===== config.mk =====
export PLATFORM = sky130hd
export DESIGN_NAME = crc_framed_packet_parser_core
export DESIGN_NICKNAME = d
export VERILOG_FILES = /design/src/fpp_pkg.sv /design/src/fpp_ram.sv /design/src/fpp_front.sv /design/src/fpp_queue.sv /design/src/fpp_back.sv /design/src/crc_framed_packet_parser_core.sv
export SDC_FILE = /design/constraint.sdc
export NUM_CORES = 1
export LEC_CHECK = 0
export BUFFER_PORTS_ARGS = -buffer_cell sky130_fd_sc_hd__buf_2
export CORE_MARGIN = 2
export CORE_UTILIZATION = 35
export CTS_BUF_LIST = sky130_fd_sc_hd__clkbuf_4
export DETAILED_ROUTE_END_ITERATION = 10
export GPL_ROUTABILITY_DRIVEN = 0
export SLEW_MARGIN = 20
export SYNTH_ARGS = -nofsm -noshare
export SYNTH_HDL_FRONTEND = slang
export SYNTH_SLANG_ARGS = --single-unit

===== constraint.sdc =====
create_clock -name clk -period 3.9 [get_ports clk]
set_clock_uncertainty 0.2 [all_clocks]
set_input_delay 0.39 -clock clk [delete_from_list [all_inputs] [get_ports clk]]
set_output_delay 0.39 -clock clk [all_outputs]
set_load 0.05 [all_outputs]

===== src/fpp_pkg.sv =====
// ============================================================================
// fpp_pkg: shared types and constants of the CRC-framed packet parser
// Holds the configuration and descriptor types, the result type, register
// indexes and the bytewise CRC-16 update.
// ============================================================================
package fpp_pkg;

    // Configuration register indexes and reset values
    localparam int              CFG_IDX_W      = 2;
    localparam int              CFG_DATA_W     = 16;
    localparam logic [1:0]      CFG_HEADER     = 2'd0;
    localparam logic [1:0]      CFG_TRAILER    = 2'd1;
    localparam logic [1:0]      CFG_CRC_EN     = 2'd2;
    localparam logic [15:0]     HEADER_RESET   = 16'hAA55;
    localparam logic [15:0]     TRAILER_RESET  = 16'h55AA;
    localparam logic            CRC_EN_RESET   = 1'b1;

    // CRC-16/CCITT-FALSE
    localparam logic [15:0]     CRC_INIT       = 16'hFFFF;
    localparam logic [15:0]     CRC_POLY       = 16'h1021;

    // Result field widths
    localparam int              PLEN_W         = 6;
    localparam int              BIDX_W         = 5;

    // Descriptor count field covers the largest supported payload limit
    localparam int              DESC_CNT_W     = 7;

    // Frame descriptor queue between front and back
    localparam int              QUEUE_DEPTH    = 2;
    localparam logic [1:0]      MAX_FRAMES     = 2'd2;

    typedef struct packed {
        logic [15:0] header_word;
        logic [15:0] trailer_word;
        logic        crc_enable;
    } cfg_t;

    typedef struct packed {
        logic [7:0]            command;
        logic [DESC_CNT_W-1:0] count;
        logic                  bank;
    } desc_t;

    typedef struct packed {
        logic [7:0]        command;
        logic [7:0]        payload_byte;
        logic [PLEN_W-1:0] payload_length;
        logic [BIDX_W-1:0] byte_index;
        logic              has_payload;
        logic              last;
    } result_t;

    // Fold one byte into the running CRC, MSB first
    function automatic logic [15:0] crc16_byte(input logic [15:0] crc,
                                               input logic [7:0]  data);
        logic [15:0] c;
        c = crc ^ {data, 8'h00};
        for (int k = 0; k < 8; k++)
        begin
            c = c[15] ? ({c[14:0], 1'b0} ^ CRC_POLY) : {c[14:0], 1'b0};
        end
        return c;
    endfunction

endpackage


===== src/fpp_ram.sv =====
// ============================================================================
// fpp_ram: generic single-port-write, single-port-read RAM
// One write and one registered read per cycle; contents are not reset.
// ============================================================================
module fpp_ram #(
    parameter int WIDTH = 8,
    parameter int DEPTH = 64
) (
    input  logic                     clk,
    input  logic                     wr_en,
    input  logic [$clog2(DEPTH)-1:0] wr_addr,
    input  logic [WIDTH-1:0]         wr_data,
    input  logic                     rd_en,
    input  logic [$clog2(DEPTH)-1:0] rd_addr,
    output logic [WIDTH-1:0]         rd_data
);

    logic [WIDTH-1:0] mem_reg [DEPTH];
    logic [WIDTH-1:0] rd_data_reg;

    // Write port and registered read port
    always_ff @(posedge clk)
    begin
        if (wr_en)
        begin
            mem_reg[wr_addr] <= wr_data;
        end
        if (rd_en)
        begin
            rd_data_reg <= mem_reg[rd_addr];
        end
    end

    assign rd_data = rd_data_reg;

endmodule


===== src/fpp_front.sv =====
// ============================================================================
// fpp_front: byte classifier and frame checker
// Hunts for the header, checks length and CRC (if enabled), writes payload bytes
// into the current store bank and pushes a frame descriptor on a good trailer.
// ============================================================================
module fpp_front #(
    parameter int MAX_PAYLOAD = 32,
    localparam int CW = $clog2(MAX_PAYLOAD + 1),
    localparam int IW = (MAX_PAYLOAD > 1) ? $clog2(MAX_PAYLOAD) : 1,
    localparam int AW = IW + 1
) (
    input  logic            clk,
    input  logic            rst_n,
    input  fpp_pkg::cfg_t   cfg,
    input  logic            rx_valid,
    output logic            rx_ready,
    input  logic [7:0]      rx_byte,
    input  logic            frame_done,
    output logic            st_wr_en,
    output logic [AW-1:0]   st_wr_addr,
    output logic [7:0]      st_wr_data,
    output logic            push,
    output fpp_pkg::desc_t  push_desc
);

    typedef enum logic [3:0] {
        PH_HDR1,
        PH_HDR2,
        PH_LENH,
        PH_LENL,
        PH_CMD,
        PH_DATA,
        PH_CRCH,
        PH_CRCL,
        PH_END1,
        PH_END2
    } phase_t;

    localparam int DCW = fpp_pkg::DESC_CNT_W;

    phase_t        phase_reg, phase_next;
    logic [15:0]   length_reg, length_next;
    logic [7:0]    command_reg, command_next;
    logic [CW-1:0] count_reg, count_next;
    logic [15:0]   crc_reg, crc_next;
    logic [7:0]    crc_hi_reg, crc_hi_next;
    logic          bank_reg, bank_next;
    logic [1:0]    pending_reg, pending_next;

    logic          take;
    logic          commit;
    logic [15:0]   crc_byte;
    logic [15:0]   length_full;
    logic [CW:0]   count_inc;
    phase_t        after_body;

    // Stall payload bytes and the last trailer byte while both store banks await emission
    assign rx_ready = !((pending_reg == fpp_pkg::MAX_FRAMES) &&
                        (phase_reg == PH_DATA || phase_reg == PH_END2));
    assign take        = rx_valid && rx_ready;
    assign crc_byte    = fpp_pkg::crc16_byte(crc_reg, rx_byte);
    assign length_full = {length_reg[15:8], rx_byte};
    assign count_inc   = (CW + 1)'(count_reg) + (CW + 1)'(1);
    assign after_body  = cfg.crc_enable ? PH_CRCH : PH_END1;

    // Classify the accepted byte and advance the parse phase
    always_comb
    begin
        phase_next   = phase_reg;
        length_next  = length_reg;
        command_next = command_reg;
        count_next   = count_reg;
        crc_next     = crc_reg;
        crc_hi_next  = crc_hi_reg;
        commit       = 1'b0;
        st_wr_en     = 1'b0;
        if (take)
        begin
            unique case (phase_reg)
                PH_HDR1:
                begin
                    if (rx_byte == cfg.header_word[15:8])
                    begin
                        phase_next = PH_HDR2;
                    end
                end
                PH_HDR2:
                begin
                    if (rx_byte == cfg.header_word[7:0])
                    begin
                        crc_next   = fpp_pkg::CRC_INIT;
                        phase_next = PH_LENH;
                    end
                    else
                    begin
                        phase_next = PH_HDR1;
                    end
                end
                PH_LENH:
                begin
                    length_next = {rx_byte, 8'h00};
                    crc_next    = crc_byte;
                    phase_next  = PH_LENL;
                end
                PH_LENL:
                begin
                    length_next = length_full;
                    crc_next    = crc_byte;
                    if (length_full == 16'd0 || length_full > 16'(MAX_PAYLOAD + 1))
                    begin
                        phase_next = PH_HDR1;
                    end
                    else
                    begin
                        phase_next = PH_CMD;
                    end
                end
                PH_CMD:
                begin
                    command_next = rx_byte;
                    crc_next     = crc_byte;
                    count_next   = '0;
                    phase_next   = (length_reg == 16'd1) ? after_body : PH_DATA;
                end
                PH_DATA:
                begin
                    if (count_reg < CW'(MAX_PAYLOAD))
                    begin
                        st_wr_en = 1'b1;
                    end
                    crc_next   = crc_byte;
                    count_next = count_inc[CW-1:0];
                    if (17'(count_inc) >= ({1'b0, length_reg} - 17'd1) ||
                        count_inc >= (CW + 1)'(MAX_PAYLOAD))
                    begin
                        phase_next = after_body;
                    end
                end
                PH_CRCH:
                begin
                    crc_hi_next = rx_byte;
                    phase_next  = PH_CRCL;
                end
                PH_CRCL:
                begin
                    phase_next = ({crc_hi_reg, rx_byte} == crc_reg) ? PH_END1 : PH_HDR1;
                end
                PH_END1:
                begin
                    phase_next = (rx_byte == cfg.trailer_word[15:8]) ? PH_END2 : PH_HDR1;
                end
                PH_END2:
                begin
                    commit     = (rx_byte == cfg.trailer_word[7:0]);
                    phase_next = PH_HDR1;
                end
                default:
                begin
                    phase_next = PH_HDR1;
                end
            endcase
        end
    end

    // Flip bank on each committed frame; track frames not yet emitted
    always_comb
    begin
        bank_next = bank_reg ^ commit;
        unique case ({commit, frame_done})
            2'b10:   pending_next = pending_reg + 2'd1;
            2'b01:   pending_next = pending_reg - 2'd1;
            default: pending_next = pending_reg;
        endcase
    end

    assign st_wr_addr = {bank_reg, IW'(count_reg)};
    assign st_wr_data = rx_byte;
    assign push       = commit;
    assign push_desc  = '{command: command_reg, count: DCW'(count_reg), bank: bank_reg};

    // Hold parser state
    always_ff @(posedge clk or negedge rst_n)
    begin
        if (!rst_n)
        begin
            phase_reg   <= PH_HDR1;
            length_reg  <= '0;
            command_reg <= '0;
            count_reg   <= '0;
            crc_reg     <= fpp_pkg::CRC_INIT;
            crc_hi_reg  <= '0;
            bank_reg    <= 1'b0;
            pending_reg <= '0;
        end
        else
        begin
            phase_reg   <= phase_next;
            length_reg  <= length_next;
            command_reg <= command_next;
            count_reg   <= count_next;
            crc_reg     <= crc_next;
            crc_hi_reg  <= crc_hi_next;
            bank_reg    <= bank_next;
            pending_reg <= pending_next;
        end
    end

endmodule


===== src/fpp_queue.sv =====
// ============================================================================
// fpp_queue: frame descriptor queue
// Short FIFO that decouples the byte parser from the result emitter.
// ============================================================================
module fpp_queue (
    input  logic            clk,
    input  logic            rst_n,
    input  logic            push,
    input  fpp_pkg::desc_t  push_desc,
    input  logic            pop,
    output logic            pop_valid,
    output fpp_pkg::desc_t  pop_desc
);

    localparam int DEPTH = fpp_pkg::QUEUE_DEPTH;
    localparam int PW    = (DEPTH > 1) ? $clog2(DEPTH) : 1;
    localparam int NW    = $clog2(DEPTH + 1);

    fpp_pkg::desc_t entry_reg [DEPTH];
    logic [PW-1:0]  wr_ptr_reg, wr_ptr_next;
    logic [PW-1:0]  rd_ptr_reg, rd_ptr_next;
    logic [NW-1:0]  fill_reg, fill_next;

    // Advance pointers and fill level
    always_comb
    begin
        wr_ptr_next = wr_ptr_reg;
        rd_ptr_next = rd_ptr_reg;
        if (push)
        begin
            wr_ptr_next = (wr_ptr_reg == PW'(DEPTH - 1)) ? '0 : wr_ptr_reg + PW'(1);
        end
        if (pop)
        begin
            rd_ptr_next = (rd_ptr_reg == PW'(DEPTH - 1)) ? '0 : rd_ptr_reg + PW'(1);
        end
        unique case ({push, pop})
            2'b10:   fill_next = fill_reg + NW'(1);
            2'b01:   fill_next = fill_reg - NW'(1);
            default: fill_next = fill_reg;
        endcase
    end

    always_ff @(posedge clk or negedge rst_n)
    begin
        if (!rst_n)
        begin
            wr_ptr_reg <= '0;
            rd_ptr_reg <= '0;
            fill_reg   <= '0;
        end
        else
        begin
            wr_ptr_reg <= wr_ptr_next;
            rd_ptr_reg <= rd_ptr_next;
            fill_reg   <= fill_next;
        end
    end

    // Store pushed descriptors
    always_ff @(posedge clk)
    begin
        if (push)
        begin
            entry_reg[wr_ptr_reg] <= push_desc;
        end
    end

    assign pop_valid = (fill_reg != '0);
    assign pop_desc  = entry_reg[rd_ptr_reg];

endmodule


===== src/fpp_back.sv =====
// ============================================================================
// fpp_back: result emitter
// Takes one frame descriptor at a time and plays out one result per stored
// payload byte, or a single command-only result, through an output register.
// ============================================================================
module fpp_back #(
    parameter int MAX_PAYLOAD = 32,
    localparam int CW = $clog2(MAX_PAYLOAD + 1),
    localparam int IW = (MAX_PAYLOAD > 1) ? $clog2(MAX_PAYLOAD) : 1,
    localparam int AW = IW + 1
) (
    input  logic              clk,
    input  logic              rst_n,
    input  logic              desc_valid,
    input  fpp_pkg::desc_t    desc,
    output logic              pop,
    output logic              rd_en,
    output logic [AW-1:0]     rd_addr,
    input  logic [7:0]        rd_data,
    output logic              out_valid,
    input  logic              out_ready,
    output fpp_pkg::result_t  result,
    output logic              frame_done
);

    typedef enum logic [1:0] {
        S_IDLE,
        S_READ,
        S_OUT
    } state_t;

    localparam int PLEN_W = fpp_pkg::PLEN_W;
    localparam int BIDX_W = fpp_pkg::BIDX_W;

    state_t            state_reg, state_next;
    logic [7:0]        command_reg, command_next;
    logic [CW-1:0]     count_reg, count_next;
    logic              bank_reg, bank_next;
    logic [IW-1:0]     idx_reg, idx_next;
    fpp_pkg::result_t  result_reg, result_next;
    logic              valid_reg, valid_next;
    logic              idx_is_last;

    assign idx_is_last = ((CW + 1)'(idx_reg) + (CW + 1)'(1)) == (CW + 1)'(count_reg);

    // Sequence reads of the store bank and load the output register
    always_comb
    begin
        state_next   = state_reg;
        command_next = command_reg;
        count_next   = count_reg;
        bank_next    = bank_reg;
        idx_next     = idx_reg;
        result_next  = result_reg;
        valid_next   = valid_reg;
        pop          = 1'b0;
        rd_en        = 1'b0;
        rd_addr      = {bank_reg, idx_reg};
        frame_done   = 1'b0;
        unique case (state_reg)
            S_IDLE:
            begin
                if (desc_valid)
                begin
                    pop          = 1'b1;
                    command_next = desc.command;
                    count_next   = CW'(desc.count);
                    bank_next    = desc.bank;
                    idx_next     = '0;
                    if (desc.count == '0)
                    begin
                        result_next = '{command: desc.command, payload_byte: 8'h00,
                                        payload_length: '0, byte_index: '0,
                                        has_payload: 1'b0, last: 1'b1};
                        valid_next  = 1'b1;
                        state_next  = S_OUT;
                    end
                    else
                    begin
                        rd_en      = 1'b1;
                        rd_addr    = {desc.bank, IW'(0)};
                        state_next = S_READ;
                    end
                end
            end
            S_READ:
            begin
                result_next = '{command: command_reg, payload_byte: rd_data,
                                payload_length: PLEN_W'(count_reg),
                                byte_index: BIDX_W'(idx_reg),
                                has_payload: 1'b1, last: idx_is_last};
                valid_next  = 1'b1;
                state_next  = S_OUT;
            end
            S_OUT:
            begin
                if (out_ready)
                begin
                    valid_next = 1'b0;
                    if (result_reg.last)
                    begin
                        frame_done = 1'b1;
                        state_next = S_IDLE;
                    end
                    else
                    begin
                        idx_next   = idx_reg + IW'(1);
                        rd_en      = 1'b1;
                        rd_addr    = {bank_reg, idx_reg + IW'(1)};
                        state_next = S_READ;
                    end
                end
            end
            default:
            begin
                state_next = S_IDLE;
            end
        endcase
    end

    // Hold state and the output register
    always_ff @(posedge clk or negedge rst_n)
    begin
        if (!rst_n)
        begin
            state_reg   <= S_IDLE;
            command_reg <= '0;
            count_reg   <= '0;
            bank_reg    <= 1'b0;
            idx_reg     <= '0;
            result_reg  <= '0;
            valid_reg   <= 1'b0;
        end
        else
        begin
            state_reg   <= state_next;
            command_reg <= command_next;
            count_reg   <= count_next;
            bank_reg    <= bank_next;
            idx_reg     <= idx_next;
            result_reg  <= result_next;
            valid_reg   <= valid_next;
        end
    end

    assign out_valid = valid_reg;
    assign result    = result_reg;

endmodule


===== src/crc_framed_packet_parser_core.sv =====
// ============================================================================
// crc_framed_packet_parser_core: length-prefixed frame parser, CRC-16 check
// Receives a byte stream, validates framed packets and emits their contents.
// ============================================================================
// Usage:
//   rx channel  (rx_valid/rx_ready/rx_byte): one received byte per
//   transaction. Bytes are taken one per cycle; rx_ready drops only on a
//   payload or last trailer byte while two frames still await emission.
//   out channel (out_valid/out_ready/...): one transaction per payload byte of
//   an accepted frame, or one command-only transaction, with last marking the
//   end of the frame.
//   Timing: with the emitter free, a frame's first result passes the descriptor
//   queue, a store read (none for a command-only frame) and the output register;
//   each further result, once the previous one is taken, passes one store read
//   and the output register load.
//   The payload store has two banks, so one frame can be received while the
//   previous one is still being emitted.
//   Configuration (cfg_write/cfg_index/cfg_data) writes header_word,
//   trailer_word and crc_enable; write only while the block is idle.
//   Reset: registers return to 0xAA55 / 0x55AA / CRC on, the parser hunts
//   for a header and no result is pending. Store contents are not cleared.
//   A stalled receiver holds the current result; parsing goes on meanwhile.
// ============================================================================
module crc_framed_packet_parser_core #(
    parameter int MAX_PAYLOAD = 32
) (
    input  logic        clk,
    input  logic        rst_n,
    input  logic        cfg_write,
    input  logic [1:0]  cfg_index,
    input  logic [15:0] cfg_data,
    input  logic        rx_valid,
    output logic        rx_ready,
    input  logic [7:0]  rx_byte,
    output logic        out_valid,
    input  logic        out_ready,
    output logic [7:0]  command,
    output logic [7:0]  payload_byte,
    output logic [5:0]  payload_length,
    output logic [4:0]  byte_index,
    output logic        has_payload,
    output logic        last
);

    localparam int IW = (MAX_PAYLOAD > 1) ? $clog2(MAX_PAYLOAD) : 1;
    localparam int AW = IW + 1;
    localparam int STORE_DEPTH = 2 ** AW;

    fpp_pkg::cfg_t    cfg_reg, cfg_next;
    fpp_pkg::desc_t   push_desc;
    fpp_pkg::desc_t   pop_desc;
    fpp_pkg::result_t result;

    logic             push;
    logic             pop;
    logic             pop_valid;
    logic             frame_done;
    logic             st_wr_en;
    logic [AW-1:0]    st_wr_addr;
    logic [7:0]       st_wr_data;
    logic             st_rd_en;
    logic [AW-1:0]    st_rd_addr;
    logic [7:0]       st_rd_data;

    // Decode configuration writes; drop writes beyond the register list
    always_comb
    begin
        cfg_next = cfg_reg;
        if (cfg_write)
        begin
            unique case (cfg_index)
                fpp_pkg::CFG_HEADER:  cfg_next.header_word  = cfg_data;
                fpp_pkg::CFG_TRAILER: cfg_next.trailer_word = cfg_data;
                fpp_pkg::CFG_CRC_EN:  cfg_next.crc_enable   = cfg_data[0];
                default:              cfg_next = cfg_reg;
            endcase
        end
    end

    always_ff @(posedge clk or negedge rst_n)
    begin
        if (!rst_n)
        begin
            cfg_reg <= '{header_word: fpp_pkg::HEADER_RESET,
                         trailer_word: fpp_pkg::TRAILER_RESET,
                         crc_enable: fpp_pkg::CRC_EN_RESET};
        end
        else
        begin
            cfg_reg <= cfg_next;
        end
    end

    // Front: parse and check incoming bytes
    fpp_front #(
        .MAX_PAYLOAD (MAX_PAYLOAD)
    ) u_front (
        .clk        (clk),
        .rst_n      (rst_n),
        .cfg        (cfg_reg),
        .rx_valid   (rx_valid),
        .rx_ready   (rx_ready),
        .rx_byte    (rx_byte),
        .frame_done (frame_done),
        .st_wr_en   (st_wr_en),
        .st_wr_addr (st_wr_addr),
        .st_wr_data (st_wr_data),
        .push       (push),
        .push_desc  (push_desc)
    );

    // Two-bank payload store
    fpp_ram #(
        .WIDTH (8),
        .DEPTH (STORE_DEPTH)
    ) u_store (
        .clk     (clk),
        .wr_en   (st_wr_en),
        .wr_addr (st_wr_addr),
        .wr_data (st_wr_data),
        .rd_en   (st_rd_en),
        .rd_addr (st_rd_addr),
        .rd_data (st_rd_data)
    );

    // Descriptor queue between front and back
    fpp_queue u_queue (
        .clk       (clk),
        .rst_n     (rst_n),
        .push      (push),
        .push_desc (push_desc),
        .pop       (pop),
        .pop_valid (pop_valid),
        .pop_desc  (pop_desc)
    );

    // Back: emit results of committed frames
    fpp_back #(
        .MAX_PAYLOAD (MAX_PAYLOAD)
    ) u_back (
        .clk        (clk),
        .rst_n      (rst_n),
        .desc_valid (pop_valid),
        .desc       (pop_desc),
        .pop        (pop),
        .rd_en      (st_rd_en),
        .rd_addr    (st_rd_addr),
        .rd_data    (st_rd_data),
        .out_valid  (out_valid),
        .out_ready  (out_ready),
        .result     (result),
        .frame_done (frame_done)
    );

    assign command        = result.command;
    assign payload_byte   = result.payload_byte;
    assign payload_length = result.payload_length;
    assign byte_index     = result.byte_index;
    assign has_payload    = result.has_payload;
    assign last           = result.last;

endmodule


# == Yosys cells after proc, flatten, opt, wreduce, memory -nomap -nowiden ==
# Memory sizes are Yosys's and may differ from the RTL's. A register that Yosys moved wholly into a read port is not among the register bits.
# Cells that the tools add are included.
# word_totals
latchBits,0
mem_bits_rw,542
memories,2
ff_bits,150
mem_bits_ro,0
# memory_table
memory,depth,word_bits,read_ports,rd_clocked_by_memory_dff,wr,line,rtl
u_store.mem_reg,64,8,1,1,1,fpp_ram.sv:18,logic [WIDTH-1:0] mem_reg [DEPTH];
u_queue.entry_reg,2,15,1,0,1,fpp_queue.sv:19,fpp_pkg::desc_t entry_reg [DEPTH];
# classes
multipliers,0
muxes,65
add_sub_neg,10
shift,0
n_lt_le_gt_ge,4
n_reduce_logical,36
n_eq_ne,32
div,0
bitwise_logic,11
# op_table
op,n
two-way mux 13 bit,8
one-hot mux 16 bit (2 select lines),2
two-way mux 29 bit,2
one-hot mux 29 bit (2 select lines),1
one-hot mux 4 bit (9 select lines),1
equality test 8 bit,4
two-way mux 5 bit,5
two-way mux 1 bit,24
two-way mux 4 bit,6
NOT 3 bit,8
one-hot mux 6 bit (2 select lines),2
AND reduction 2 bit,9
>= comparator 7 x 17 -> 1 bit,1
"subtractor 16 x 1 -> 17 bit, second input constant",1
"equality test 16 x 1 -> 1 bit, second input constant",1
equality test 16 bit,1
"equality test 4 x 3 -> 1 bit, second input constant",4
"> comparator 16 x 6 -> 1 bit, second input constant",1
logical NOT 16 bit,1
two-way mux 16 bit,1
nonzero test 2 bit,8
XOR 16 bit,1
two-way mux 6 bit,2
AND reduction 3 bit,4
other kinds (34),60

# == Depth between registers and ports, before layout ==
# Gate-level depths: netlist of run 1.
# depth
ltp_word,18
depth_mapped,12

# == Modules after synthesis ==
# From an unflattened synthesis of run 1, not the netlist that was laid out.
# unflattened
hier_cells,1692
area_unflattened_um2,29359.4
# modules_own_cells
mod,instances,cells_per_inst,area_each_um2
fpp_ram,1,940,20246.9
fpp_front,1,412,4013.8
fpp_back,1,204,2437.3
fpp_queue,1,65,1386.3
crc_framed_packet_parser_core,1,71,1275.0

# == Least setup slack after synthesis of run 1 ==
# OpenSTA, ideal clock, no wires.
# synth_path
path_kind,register to register
start,reg u_front.phase_reg[3]
end,mem u_queue.entry_reg[0][0] (netlist name) (enable)
t_arrival_ps,2802
n_path_buf,2
period_less_slack_ps,3388
stages_incl_launch_ff,10
slack_ps,512
cell_sequence,dfrtp_1 > clkbuf_1 > nand2b_1 > buf_2 > nand2b_1 > nand4b_1 > nand2_1 > nor3_1 > inv_1 > nor2_1
# synth_via
elab_chain_cells,8
word_cells_on_any_way,10
# synth_rtl
item,line,rtl
from (decl),fpp_front.sv:41,"phase_t phase_reg, phase_next;"
from (signal assigned),fpp_front.sv:197,phase_reg <= phase_next;
equality test 4 x 3 -> 1 bit / equality test 4 bit (equally long branches),fpp_front.sv:59,(phase_reg == PH_DATA || phase_reg == PH_END2));
logical OR 1 bit *,fpp_front.sv:59,
logical AND 1 bit *,fpp_front.sv:58,assign rx_ready = !((pending_reg == fpp_pkg::MAX_FRAMES) &&
logical NOT 1 bit *,fpp_front.sv:58,
via rx_ready,crc_framed_packet_parser_core.sv:33,"output logic rx_ready,"
logical AND 1 bit *,fpp_front.sv:60,assign take = rx_valid && rx_ready;
two-way mux 1 bit *,fpp_front.sv:77,if (take)
two-way mux 1 bit *,fpp_queue.sv:63,if (push)
two-way mux 1 bit (not written as such) *,fpp_queue.sv:65,entry_reg[wr_ptr_reg] <= push_desc;
to (decl),fpp_queue.sv:19,
# Mark *: on every way through the listed nets, which the timed path passes. The rest lies on a longest branch.

# == Worst setup path after layout of run 1 ==
# layout_path
start,reg u_back.state_reg[0]
end,"reg u_store.rd_data_reg[0] (netlist: u_store.rd_data[0]), read port of u_store.mem_reg (data pin)"
# layout_via
elab_chain_cells,2
word_cells_on_any_way,4
# layout_rtl
item,line,rtl
from (decl),fpp_back.sv:35,"state_t state_reg, state_next;"
from (signal assigned),fpp_back.sv:136,state_reg <= state_next;
equality test 2 bit / logical NOT 2 bit (equally long branches),fpp_back.sv:60,unique case (state_reg)
one-hot mux 6 bit (2 select lines) / one-hot mux 1 bit (2 select lines) (equally long branches),fpp_back.sv:60,
to (decl),fpp_ram.sv:19,logic [WIDTH-1:0] rd_data_reg;
# Parallel ways exist; a longest one is shown, timed or not.
# A chain may end at the register's enable or synchronous reset.

==> results_dict.tcl, run 1 <==
set metrics [dict create \
    status "finished clean" \
    tns_ns 0 \
    clock_sinks 700 \
    syn_to_final_growth_pct 16.5 \
    viasPerCell 5.22 \
    netlist_area_sq_um 29400 \
    slowest_delay_ns 0.57 \
    postSynthAreaPerCell_sq_um 13.2 \
    critPathTopFamily "buffers and inverters" \
    required_ns 4.59 \
    ys_types 74 \
    drc 0 \
    grt.met1_usage 0.234 \
    syn_nets 2263 \
    met2_usage 0.308 \
    cp.depth 10 \
    ys.flop_type "edfxtp_1" \
    track_usage 0.184 \
    final_area_sq_um 34200 \
    post_cts_buffers 0 \
    leakagePower_nw 12.3 \
    yosys.area.top_type "edfxtp_1" \
    synth_most_common_cell "edfxtp_1" \
    r2r-start "u_back.state_reg[0]" \
    hpwl_mm 49.7 \
    fillCellCount 7740 \
    ant_nets 0 \
    grt_max_degree 104 \
    wl_mm 79.1 \
    cts_root_buf "clkbuf_4" \
    yosys.area.top_type_share 0.563 \
    fin_cells 3693 \
    fin_total_pwr_mw 19.2 \
    worstPathMaxFanout 42 \
    vdd_drop_max_mv 0.411 \
    die_area_sq_um 86200 \
    yosys_warnings 0 \
    critPathArrivalTime_ns 4.37 \
    synthArstFlopShare 0.214 \
    fmax_mhz 272 \
    fin_crit_sh 0.944 \
    seq_area_sq_um 20300 \
    crit_end "u_store.rd_data[0]" \
    std_cell_rows 106 \
    vias 19300 \
    worstHoldPathType "in2reg" \
    avgRoutedWirePerCell_um 21.4 \
    synth-seq-cells 700 \
    port_buffers 61 \
    synthCells 2219 \
    rr_endpoint "u_store.rd_data[0]" \
    cp-startpoint "u_back.state_reg[0]" \
    largest_register_ffs 512 \
    insertion_delay_ns 1.02 \
    start_kind "flip-flop" \
    period_needed_ns 3.68 \
    initial_utilization 0.352 \
    synth-edff-count 550 \
    grt_busiest_layer "met2" \
    grt_pass1_vias 19300 \
    grt_pass1_wl_mm 120 \
    rsz0062_at_grt "false" \
    htreeDepth 4 \
    path_buf_inv 3 \
    worstPathCellList "nand4bb_1 > buf_4 > xnor2_4 > buf_4 > buf_4 > nand2_1 > a32oi_1 > nand4_1 > nand4_1 > nand4b_1" \
    seq_area_frac_synth 0.692 \
    reg2reg_slack_ns 0.22 \
    worst_path_most_repeated_cell "buf_4" \
    critPathKind "reg2reg" \
    hold_viol_final 0 \
    dr.pass1.iters 5 \
    crit_path_top_delay_cell "buf_4" \
    maxCapViolations 0 \
    cts_tree "built" \
    multi_input_area_sq_um 8430 \
    netlist_top_cells_count "edfxtp_1, nand2_1, nand3_1" \
    hold_buffers 51 \
    die_w_um 294 \
    coreArea_sq_um 83300 \
    power_density_nw_per_um2 562 \
    cts.repair.resized 0 \
    antenna_found_initial 2 \
    path_clk_slew_ns 0.06 \
    grt-ovfl-total 0 \
    tightestPinTransition_ns 1.04 \
    use_met3 0.0385 \
    drv_slew 0 \
    placed_area_sq_um 31400 \
    ys_top_cells_by_area "edfxtp_1, dfrtp_1, nand2_1" \
    max_slew_margin 0.304 \
    nNetsFinal 2525 \
    die_height_um 294 \
    final-setup-viol-count 0 \
    rr_worst_depth 10 \
    clockBufferDepth 3 \
    ios 62 \
    place_inst 3336 \
    detail_route.iter0.violations 1643 \
    critPathCaptureType "flip-flop" \
    layout-drive-gt1-share 0.217 \
    cts_buffers 172 \
]
per-layer routing:
metal | wire length, um | vias up
li1 | - | 8794
met5 | 0 | -
met2 | 39100 | 736
met4 | 2390 | 0
met1 | 32500 | 9638
met3 | 5150 | 125
how the worst min path moves through the flow:
stage                                 startpoint                       to  slack [ns]  cells past startpoint
after global routing                   out_ready      u_back.state_reg[1]        0.07                      4
final                                  out_ready      u_back.state_reg[1]        0.11                      4
after detailed placement  u_front.command_reg[1]  u_queue.entry_reg[1][8]        0.26                      0
after global placement    u_front.command_reg[0]  u_queue.entry_reg[0][7]        0.25                      0
after floorplan                            rst_n              cfg_reg[10]       -0.11                      0
after CTS                              out_ready      u_back.state_reg[1]        0.02                      4
worst reg2reg max path: stages, from the launching register on:
cell and delay (ns):
dfrtp_1 0.48, nand4bb_1 0.22, buf_4 0.22, xnor2_4 0.26
buf_4 0.45, buf_4 0.58, nand2_1 0.16, a32oi_1 0.30
nand4_1 0.23, nand4_1 0.31, nand4b_1 0.16
stage by stage:
| stage | setup WS (ns) | utilization | hold WS [ns] |
|---|---|---|---|
| 2_1_floorplan | 0.512 | - | -0.106 |
| 3_3_place_gp | 0.318 | 0.377 | 0.249 |
| 3_5_place_dp | 0.286 | 0.377 | 0.258 |
| 4_1_cts | 0.265 | 0.410 | 0.0174 |
| 5_1_grt | 0.171 | 0.410 | 0.0651 |
| 6_report | 0.218 | 0.410 | 0.110 |
area by class of cell:
type	count	share of cell area
antenna	3	0.000220
multi-input combinational	1380	0.247
clock inverter	48	0.0109
tap	1080	0.0395
clock buffer	255	0.0560
inverter	12	0.00132
sequential	700	0.594
timing repair buffer	215	0.0512
kinds of logic after synthesis:
kind of cell | Yosys count | share of synthesized area
AO/OA/AOI/OAI | 213 | 0.0565
multiplexers | 151 | 0.0541
XOR/XNOR | 104 | 0.0324
buffers and inverters | 139 | 0.0228
adder cells (fa/ha/maj) | 13 | 0.00554
flip-flops | 700 | 0.692
AND/OR/NAND/NOR | 899 | 0.137
placed cells by master (no fill, tap or decap), drive strengths merged, types with 7 or more instances in the layout:
cell,n
edfxtp,550
nand2,475
clkbuf,255
buf,165
nand3,149
nor2,126
dfrtp,117
mux2i,89
o21ai,79
xnor2,70
mux2,62
nand4,57
a32oi,53
dlygate4sd3,50
xor2,34
clkinv,34
dfstp,33
nor3,29
inv,16
ha,13
a21oi,12
nand4b,12
nor4,10
a221oi,8
nand2b,7
a41oi,7
a31oi,7
report_power, final:
| part | internal [mW] | switching [mW] | leakage (nW) |
|---|---|---|---|
| sequential | 8.26 | 0.119 | 6.83 |
| clock | 3.39 | 2.91 | 1.34 |
| combinational | 1.41 | 3.11 | 4.09 |
No activity file was read; power rests on OpenSTA's default activity.
==> inputs of run 2 (changes only) <==
Settings changed: CORE_ASPECT_RATIO set to 0.7.
==> run 2 against run 1 <==
  * Maximum frequency is 4.4% higher
  * Register-to-register slack better by 0.16 ns
  * Cell count is 1.0% higher
  * Count of clock-buffer cells in the layout is 6 higher
  * Die area hardly changed
  * Worst setup slack better by 0.16 ns
  * Routed wire length is 1.8% higher
==> results_dict.tcl, run 2 (synthesis gave the netlist of run 1 again) <==
set metrics [dict create \
    status "finished clean" \
    clock_sinks 700 \
    insertion_delay_ns 0.92 \
    die_area_sq_um 86200 \
    p_sw_mw 6.13 \
    critPathKind "reg2reg" \
    vdd_drop_max_mv 0.551 \
    leakagePower_nw 12.3 \
    critPathArrivalTime_ns 3.98 \
    grt_pass1_vias 19100 \
    hold_viol_final 0 \
    path_clk_slew_ns 0.08 \
    multi_input_area_sq_um 8430 \
    rsz0062_at_grt "false" \
    initial_utilization 0.355 \
    fmax_mhz 284 \
    fin_crit_sh 0.904 \
    antenna_found_initial 3 \
    post_cts_buffers 0 \
    fin_util 0.414 \
    setup_ws_ns 0.374 \
    layout-drive-gt1-share 0.221 \
    grt_max_degree 127 \
    critPathCaptureType "flip-flop" \
    avgRoutedWirePerCell_um 21.6 \
    htreeDepth 4 \
    clkPwrFrac 0.327 \
    seq_area_sq_um 20300 \
    hold_buffers 44 \
    largest_register_ffs 512 \
    dp_slack_ns 0.435 \
    drv_slew 0 \
    vias 19500 \
    mostFrequentLayoutCells "edfxtp_1, nand2_1, clkbuf_4" \
    tightestPinTransition_ns 0.988 \
    die_w_um 350 \
    grt-ovfl-total 0 \
    switching_share 0.318 \
    p_comb_frac 0.238 \
    std_cell_rows 88 \
    die_height_um 246 \
    detail_route.iter0.violations 2626 \
    ant_nets 0 \
    syn_to_final_growth_pct 16.6 \
    internal-power_mw 13.1 \
    viasPerCell 5.21 \
    period_needed_ns 3.53 \
    port_buffers 61 \
    cts.repair.resized 0 \
    wl_mm 80.5 \
    cts_buffers 163 \
    tns_ns 0 \
    worstHoldPathType "in2reg" \
    final_common_cell "edfxtp_1" \
    hpwl_mm 51.4 \
    start_kind "flip-flop" \
    cts_tree "built" \
    cts_root_buf "clkbuf_4" \
    final-setup-viol-count 0 \
    dr.pass1.iters 6 \
    nNetsFinal 2518 \
    worstPathMaxFanout 126 \
    coreArea_sq_um 82700 \
    ios 62 \
    clockBufferDepth 3 \
    seq_power_share 0.435 \
    max_slew_margin 0.339 \
    track_usage 0.187 \
    maxCapViolations 0 \
    grt_pass1_wl_mm 121 \
    required_ns 4.36 \
    drc 0 \
    power_density_nw_per_um2 563 \
    fillCellCount 7652 \
]
==> run 2: cell types whose count changed in the layout (fill, tap and decap cells not counted), moves of 3 or more <==
cell / previous run / this run
clkinv_1: 28 / 19
buf_4: 92 / 98
clkbuf_4: 255 / 261
dlygate4sd3_1: 50 / 44
buf_12: 11 / 14
clkinv_2: 5 / 2
==> run 2: final cells by class <==
class / instances / share of cell area
Sequential cell: 700 / 0.594
Multi-Input combinational cell: 1380 / 0.246
Clock buffer: 261 / 0.0573
Timing Repair Buffer: 217 / 0.0517
Tap cell: 1125 / 0.0411
Clock inverter: 35 / 0.00838
Inverter: 12 / 0.00132
Antenna cell: 1 / 0.0000731
==> run 2: worst max-delay path, stage by stage, from the launching register on <==
cell and delay [ns]:
dfrtp_1 0.47, o21bai_4 0.25, or4_1 0.61, o211ai_4 0.18, buf_12 0.50, mux2i_1 0.28
a221oi_1 0.12, a41oi_1 0.45, nand4_1 0.14
==> run 2: layer usage <==
| metal | up-vias | global-route usage | wire length, um | share of wire |
|---|---|---|---|---|
| li1 | 8760 | - | - | - |
| met1 | 9715 | 0.292 | 38400 | 0.48 |
| met2 | 877 | 0.257 | 33200 | 0.41 |
| met3 | 99 | 0.0475 | 7880 | 0.098 |
| met4 | 0 | 0.0431 | 1070 | 0.013 |
| met5 | - | 0 | 0 | 0 |
==> run 2: final timing paths <==
check | startpoint | endpoint | slack [ns] | depth (start not counted)
min in group asynchronous | rst_n | cfg_reg[26] | 0.54 | 3
worst min register to register | u_front.command_reg[7] | u_queue.entry_reg[1][14] | 0.27 | 0
worst min-delay path | cfg_data[4] | cfg_reg[5] | 0.09 | 3
max in group asynchronous | rst_n | u_front.crc_hi_reg[2] | 1.52 | 4
worst max-delay path | u_back.state_reg[1] | u_store.rd_data[2] | 0.37 | 8
worst max register to register | u_back.state_reg[1] | u_store.rd_data[2] | 0.37 | 8
==> run 2: per-stage QoR <==
stage	instance area [sq um]	cells	hold WS, ns	power, mW
floorplan	29400	2219	-0.106	11.5
global placement	31500	3390	0.148	13.0
detailed placement	31500	3390	0.155	13.0
CTS	34200	3730	0.0113	19.4
global route	34200	3731	0.0358	20.1
finish	34200	3731	0.0855	19.3
==> run 2: power groups by stage <==
stage	clock (mW)	sequential, mW	combinational [mW]
CTS	6.44	8.38	4.53
floorplan	0	8.71	2.75
finish	6.31	8.38	4.58
detailed placement	0	8.53	4.49
global placement	0	8.52	4.44
global route	6.82	8.40	4.93
